[config.mk]
export PLATFORM = sky130hd
export DESIGN_NAME = mbr_ctrl
export DESIGN_NICKNAME = d
export VERILOG_FILES = /design/src/mbr_pkg.sv /design/src/mbr_ctrl.sv
export SDC_FILE = /design/constraint.sdc
export NUM_CORES = 1
export LEC_CHECK = 0
export BUFFER_PORTS_ARGS = -buffer_cell sky130_fd_sc_hd__buf_2
export CORE_MARGIN = 8
export CORE_UTILIZATION = 52
export DETAILED_ROUTE_END_ITERATION = 10
export MAX_ROUTING_LAYER = met4
export PLACE_DENSITY_LB_ADDON = 0.15
export SYNTH_ARGS = -nofsm -noshare
export SYNTH_HDL_FRONTEND = slang
export SYNTH_SLANG_ARGS = --single-unit
[constraint.sdc]
create_clock -name clk_i -period 4.57 [get_ports clk_i]
set_input_delay 0.914 -clock clk_i [delete_from_list [all_inputs] [get_ports clk_i]]
set_output_delay 0.914 -clock clk_i [all_outputs]
set_load 0.03 [all_outputs]
[src/mbr_pkg.sv]
// shared types, constants and codes of the margolus block rotate unit
package mbr_pkg;

  localparam int MAX_SIDE_DEF  = 64;
  localparam int MAX_ENZ_DEF   = 4;
  localparam int BASE_SLOTS    = 3;
  localparam int GRID_SIDE_RST = 64;

  localparam int DATA_W     = 64;
  localparam int CELL_IDX_W = 12;
  localparam int FUNC_W     = 2;
  localparam int SLOT_IN_W  = 3;
  localparam int CFG_IDX_W  = 2;
  localparam int CFG_DATA_W = 7;

  // widths that cover every legal MAX_ENZYMES (at most eight words per cell)
  localparam int SLOT_FW  = 3;
  localparam int NSLOT_FW = 4;

  localparam logic [CFG_IDX_W-1:0] CFG_GRID_SIDE    = CFG_IDX_W'(0);
  localparam logic [CFG_IDX_W-1:0] CFG_ENZYME_COUNT = CFG_IDX_W'(1);

  typedef enum logic [FUNC_W-1:0] {
    FUNC_ROTATE = 2'd0,
    FUNC_WRITE  = 2'd1,
    FUNC_READ   = 2'd2,
    FUNC_UNUSED = 2'd3
  } func_e;

  typedef enum logic [1:0] {
    ST_IDLE,
    ST_CHECK,
    ST_ROT,
    ST_FINISH
  } state_e;

  typedef enum logic [1:0] {
    PH_0,
    PH_1,
    PH_2,
    PH_3
  } phase_e;

  typedef enum logic [1:0] {
    POS_0,
    POS_1,
    POS_2,
    POS_3
  } pos_e;

  typedef enum logic [1:0] {
    WSRC_ITEM,
    WSRC_RDATA,
    WSRC_SAVED
  } wsrc_e;

  typedef struct packed {
    logic               load_item;
    logic               load_pos;
    logic               save_en;
    logic               out_load;
    logic               rd_en;
    logic               wr_en;
    pos_e               rd_pos;
    pos_e               wr_pos;
    logic [SLOT_FW-1:0] rd_slot;
    logic [SLOT_FW-1:0] wr_slot;
    logic               use_item_slot;
    wsrc_e              wr_src;
  } cmd_t;

  typedef struct packed {
    logic                err;
    logic [FUNC_W-1:0]   func;
    logic [NSLOT_FW-1:0] nslots;
  } stat_t;

endpackage

[src/mbr_ctrl.sv]
// controller: item sequencing and the four-phase per-slot rotate schedule
module mbr_ctrl (
  input  logic          clk_i,
  input  logic          rst_ni,
  input  logic          in_valid_i,
  output logic          in_ready_o,
  output logic          out_valid_o,
  input  logic          out_ready_i,
  input  mbr_pkg::stat_t stat_i,
  output mbr_pkg::cmd_t  cmd_o
);
  import mbr_pkg::*;

  state_e              state_q, state_d;
  phase_e              ph_q, ph_d;
  logic [NSLOT_FW-1:0] cnt_q, cnt_d;
  logic [NSLOT_FW-1:0] cnt_m1;
  logic                out_valid_q, out_valid_d;
  logic                last;

  always_ff @(posedge clk_i or negedge rst_ni) begin
    if (!rst_ni) begin
      state_q     <= ST_IDLE;
      ph_q        <= PH_0;
      cnt_q       <= '0;
      out_valid_q <= 1'b0;
    end else begin
      state_q     <= state_d;
      ph_q        <= ph_d;
      cnt_q       <= cnt_d;
      out_valid_q <= out_valid_d;
    end
  end

  assign in_ready_o  = (state_q == ST_IDLE);
  assign out_valid_o = out_valid_q;
  assign cnt_m1      = cnt_q - NSLOT_FW'(1);
  // slot counter past the last slot: only the previous slot's writes remain
  assign last        = (cnt_q == stat_i.nslots);

  always_comb begin
    state_d     = state_q;
    ph_d        = ph_q;
    cnt_d       = cnt_q;
    out_valid_d = out_valid_q && !out_ready_i;
    cmd_o       = '0;

    case (state_q)
      ST_IDLE: begin
        if (in_valid_i) begin
          cmd_o.load_item = 1'b1;
          state_d         = ST_CHECK;
        end
      end

      ST_CHECK: begin
        state_d = ST_FINISH;
        if (!stat_i.err) begin
          case (stat_i.func)
            FUNC_ROTATE: begin
              cmd_o.load_pos = 1'b1;
              ph_d           = PH_0;
              cnt_d          = '0;
              state_d        = ST_ROT;
            end
            FUNC_WRITE: begin
              cmd_o.wr_en         = 1'b1;
              cmd_o.wr_pos        = POS_0;
              cmd_o.use_item_slot = 1'b1;
              cmd_o.wr_src        = WSRC_ITEM;
            end
            FUNC_READ: begin
              cmd_o.rd_en         = 1'b1;
              cmd_o.rd_pos        = POS_0;
              cmd_o.use_item_slot = 1'b1;
            end
            default: begin
              state_d = ST_FINISH;
            end
          endcase
        end
      end

      ST_ROT: begin
        case (ph_q)
          PH_0: begin
            // read p0 of this slot, p2 of the previous slot takes p3's word
            if (!last) begin
              cmd_o.rd_en   = 1'b1;
              cmd_o.rd_pos  = POS_0;
              cmd_o.rd_slot = SLOT_FW'(cnt_q);
            end
            if (cnt_q != '0) begin
              cmd_o.wr_en   = 1'b1;
              cmd_o.wr_pos  = POS_2;
              cmd_o.wr_slot = SLOT_FW'(cnt_m1);
              cmd_o.wr_src  = WSRC_RDATA;
            end
            ph_d = PH_1;
          end
          PH_1: begin
            // keep old p0, read p1; p3 of the previous slot takes its old p0
            if (!last) begin
              cmd_o.save_en = 1'b1;
              cmd_o.rd_en   = 1'b1;
              cmd_o.rd_pos  = POS_1;
              cmd_o.rd_slot = SLOT_FW'(cnt_q);
            end
            if (cnt_q != '0) begin
              cmd_o.wr_en   = 1'b1;
              cmd_o.wr_pos  = POS_3;
              cmd_o.wr_slot = SLOT_FW'(cnt_m1);
              cmd_o.wr_src  = WSRC_SAVED;
            end
            if (last) begin
              ph_d    = PH_0;
              cnt_d   = '0;
              state_d = ST_FINISH;
            end else begin
              ph_d = PH_2;
            end
          end
          PH_2: begin
            cmd_o.wr_en   = 1'b1;
            cmd_o.wr_pos  = POS_0;
            cmd_o.wr_slot = SLOT_FW'(cnt_q);
            cmd_o.wr_src  = WSRC_RDATA;
            cmd_o.rd_en   = 1'b1;
            cmd_o.rd_pos  = POS_2;
            cmd_o.rd_slot = SLOT_FW'(cnt_q);
            ph_d          = PH_3;
          end
          PH_3: begin
            cmd_o.wr_en   = 1'b1;
            cmd_o.wr_pos  = POS_1;
            cmd_o.wr_slot = SLOT_FW'(cnt_q);
            cmd_o.wr_src  = WSRC_RDATA;
            cmd_o.rd_en   = 1'b1;
            cmd_o.rd_pos  = POS_3;
            cmd_o.rd_slot = SLOT_FW'(cnt_q);
            cnt_d         = cnt_q + NSLOT_FW'(1);
            ph_d          = PH_0;
          end
          default: begin
            ph_d = PH_0;
          end
        endcase
      end

      ST_FINISH: begin
        // result register frees up or is being emptied this cycle
        if (!out_valid_q || out_ready_i) begin
          cmd_o.out_load = 1'b1;
          out_valid_d    = 1'b1;
          state_d        = ST_IDLE;
        end
      end

      default: begin
        state_d = ST_IDLE;
      end
    endcase
  end

endmodule

Yosys cells after proc, flatten, opt, wreduce, memory -nomap -nowiden
Index checks and enable logic that the tools add are counted.

Output and inout port bits: 21. Bits in registers: 9. Input port bits: 11. Logic and storage cells: 84.

$add $sub $neg: 2. Reduce and logical (&&, ||, !) cells: 14. Mux-type cells: 47. Equality and inequality tests: 17.

Operators with widths (count): 12-bit one-hot mux with 4 select lines (1); 1-bit 2-to-1 mux (21); 2-bit 2-to-1 mux (9); 2-bit one-hot mux with 4 select lines (2); 4-bit one-hot mux with 2 select lines (2); 4-bit 2-to-1 mux (3); 6-bit 2-to-1 mux (2); 6-bit one-hot mux with 2 select lines (1); 2-bit == test, second input constant (5); 3-bit 2-to-1 mux (3); 2-bit != test, second input constant (4); 2-bit one-hot mux with 2 select lines (2); 2-bit by 1-bit == test with 1-bit output, second input constant (3); 2-bit logical NOT (3); 2-bit one-hot mux with 3 select lines (1); 5-bit AND reduction (1); 4-bit by 1-bit adder with 4-bit output, second input constant (1); 4-bit == test (1); 2-bit by 1-bit != test with 1-bit output, second input constant (2); 4-bit AND reduction (1); 4-bit nonzero test (1); 2-bit OR reduction (2); 3-bit by 1-bit != test with 1-bit output, second input constant (1); 3-bit != test, second input constant (1); 6 further kinds (7).

Depth between registers and ports, before layout
Depth in word-level cells: 5. Gate-level depth with buffers: 8. Gate-level depth less buffers: 7.

Worst setup path after synthesis
OpenSTA, ideal clock, no wires.

Path kind: input-to-output. Start: input port stat_i[1] (netlist name). End: output port cmd_o[14] (netlist name). Stages on the path: 5. Data required time: 3.656 ns. Setup slack: 1.438 ns. Arrival: 2.218 ns. Cell sequence: xor2_1 > nor4_4 > or2b_1 > nand2_1 > a21boi_0.

RTL lines: start: declaration (RTL line mbr_ctrl.sv:9) `input mbr_pkg::stat_t stat_i,`; end: declaration (RTL line mbr_ctrl.sv:10) `output mbr_pkg::cmd_t cmd_o`.

==> results.py <==
metrics = {
    "clock_tree": {
        "worstSkewPairLatency_ns": 0.26,
        "cts_tree": "built",
        "postCtsSetupRepairBufs": 0,
        "h-tree-depth": 1,
        "postCtsHoldBufs": 0,
        "root_buffer": "clkbuf_4",
        "cts_sinks": 9,
        "numCtsBuffers": 3,
        "ctsResizeCount": 0,
        "clk_path_buf_depth": 2,
        "clk_pin_slew_worst_paths_ns": 0.06,
    },
    "worst_setup_path": {
        "cp-start-kind": "flip-flop",
        "cp-end-kind": "output pin",
        "reg2reg_depth": 6,
        "worst_path_largest_cell_delay_ns": 0.48,
        "crit_fanout": 5,
        "required_ns": 3.66,
        "cp.arrival_ns": 2.34,
        "worst_path_max_delay_cell": "nor3b_1",
        "crit_chain": "inv_1 > ha_1 > nor3b_1 > inv_1 > o21ai_0 > a21boi_0 > buf_2",
        "worstSetupPathType": "flip-flop to output pin",
        "r2r_slack_ns": 2.70,
        "crit_top_cell": "inv_1",
    },
    "floorplanning": {
        "start_util_pct": 53.3,
        "ios": 32,
        "rows": 15,
        "core_um2": 1670,
        "die-area_um2": 3290,
        "die_w_um": 57.4,
        "die_y_um": 57.4,
    },
    "yosys": {
        "syn_avg_cell_area_um2": 7.80,
        "ys_async_sr_fraction_pct": 100,
        "synthTopCellsByCount": "nor2_1, nand2_1, dfrtp_1, ha_1, inv_1",
        "synth-compound-area-share_pct": 15.5,
        "synth_edf_count": 0,
        "yosysTopAreaCell": "dfrtp_1",
        "yosysTopAreaCellShare_pct": 25.3,
        "synth_xor_area_share_pct": 5.91,
        "synth_nets": 134,
        "synth_top_family_by_area": "simple AND/OR/NAND/NOR gates",
        "synth.mux.area_fraction_pct": 2.95,
        "netlist_area_um2": 890,
        "synthFlopType": "dfrtp_1",
        "yosysWarnings": 0,
        "synthSimpleGateAreaFrac_pct": 31.6,
        "synth_area_leaders": "dfrtp_1, ha_1, nor2_1",
        "yosysMostFrequentCell": "nor2_1",
        "synth_cell_types": 35,
        "synthAdderAreaFrac_pct": 12.7,
        "ys_ff_latch": 9,
        "syn-instance-count": 114,
        "ys_seq_area_share_pct": 25.3,
    },
    "timing": {
        "tightest_slew_ns": 0.541,
        "worst_clock_skew_ns": 0.000942,
        "period_needed_ns": 3.25,
        "rsz0062_at_grt": "no",
        "fin_crit_sh_pct": 71.1,
        "relSlewSlack_pct": 63.8,
        "fmax_ghz": 0.308,
        "finalSetupViolations": 0,
        "finalMaxSlewViolations": 0,
        "hold_viol": 0,
        "finalSetupTns_ns": 0,
    },
    "outcome": {
        "outcome": "finished, final reports clean",
    },
    "min_path": {
        "hp-class": "primary input to async pin",
    },
    "layout": {
        "n_antenna_cell": 0,
        "fin_area_um2": 1070,
        "drive_gt1_share_pct": 26.4,
        "syn2layout_area_growth_pct": 20.5,
        "final_nets": 165,
        "final_util_pct": 64.2,
    },
    "detailed_routing": {
        "dr.pass1.iters": 4,
        "wl_per_cell_um": 14.0,
        "ant_nets": 0,
        "vias": 894,
        "drtIter0Drc": 16,
        "viasPerCell": 5.55,
        "wl_mm": 2.25,
        "drc": 0,
    },
    "power": {
        "cellPowerDensity_nw_per_um2": 686,
        "leakagePower_nw": 0.591,
        "finalPower_mw": 0.736,
        "ir_drop_v": 0.000374,
    },
    "place": {
        "gp_congestion": 0.949,
        "io_buffers": 31,
        "dpl.hpwl_mm": 1.81,
        "post_dp_cell_area_um2": 1050,
    },
    "grt": {
        "overflow": 0,
        "grt_use_total_pct": 14.4,
        "grt_first_pass_wirelength_mm": 3.81,
        "grt_pass1_vias": 910,
        "antenna_found_initial": 0,
        "grt_max_degree": 15,
    },
    "flow_run": {
        "max_cap_violations": 0,
    },
}
==> metrics by stage <==
stage	std cells	hold WS (ns)	setup WS, ns
6_report	161	0.495	1.32
3_5_place_dp	157	0.534	1.37
4_1_cts	161	0.502	1.32
5_1_grt	161	0.502	1.07
2_1_floorplan	114	0.544	1.44
3_3_place_gp	157	0.510	1.40
==> layer usage <==
layer / wire, µm / up-vias / GRT usage, %
met2: 1040 / 28 / 21.7
met5: 0 / - / -
met4: 29 / 0 / 6.43
met3: 97 / 4 / 3.14
li1: - / 443 / -
met1: 1080 / 419 / 18.0
==> cells in the final DEF (no fill, tap or decap), drive strengths merged, types with 4 or more instances in the layout <==
cell and count:
dfrtp 9, and2 4, xor2 5, nor2 16, nand2 12, buf 31, clkbuf 4, a21oi 5
nand2b 4, ha 9, inv 9
==> logic make-up (layout without fill, tap and decap cells) <==
family	Yosys count	after routing
adders and majority gates	9	9
and+or+nand+nor	53	53
AOI/OAI and AO/OA	21	21
muxes	2	2
xor gates and xnor gates	6	6
buffers and inverters	14	44
DFF	9	9
==> power by group <==
part / internal, mW / switching, mW / leakage [nW]
logic: 0.181 / 0.325 / 0.461
registers: 0.112 / 0.0576 / 0.115
clock network: 0.0336 / 0.0266 / 0.0150
==> state kept, by name, summed over array words and instances (netlist names) <==
signal       flops
cnt_q            4
ph_q             2
state_q          2
out_valid_o      1
==> area by class of cell <==
class	instances	area, µm²
multi-input cells	91	611
fillers	151	598
flip-flops and latches	9	225
repair buffers	31	155
inverters	9	33.8
clock buffers	4	26.3
well taps	17	21.3
==> path summary, 6_finish.rpt <==
check                                  from     endpoint
worst max-delay path               cnt_q[0]    cmd_o[13]
worst min-delay path                 rst_ni   state_q[1]
worst max register to register   state_q[0]   state_q[1]
worst min register to register  out_valid_o  out_valid_o
max in group asynchronous            rst_ni     cnt_q[2]
min in group clk_i              out_valid_o  out_valid_o
==> worst max-delay path: cells and delay by family (launching register included) <==
family	cells	cell delay, ns
AND/OR/NAND/NOR	1	0.48
flip-flops	1	0.45
adder cells (fa/ha/maj)	1	0.21
AO/OA/AOI/OAI	2	0.51
buffers and inverters	3	0.43
Power figures use the tool's default switching activity.
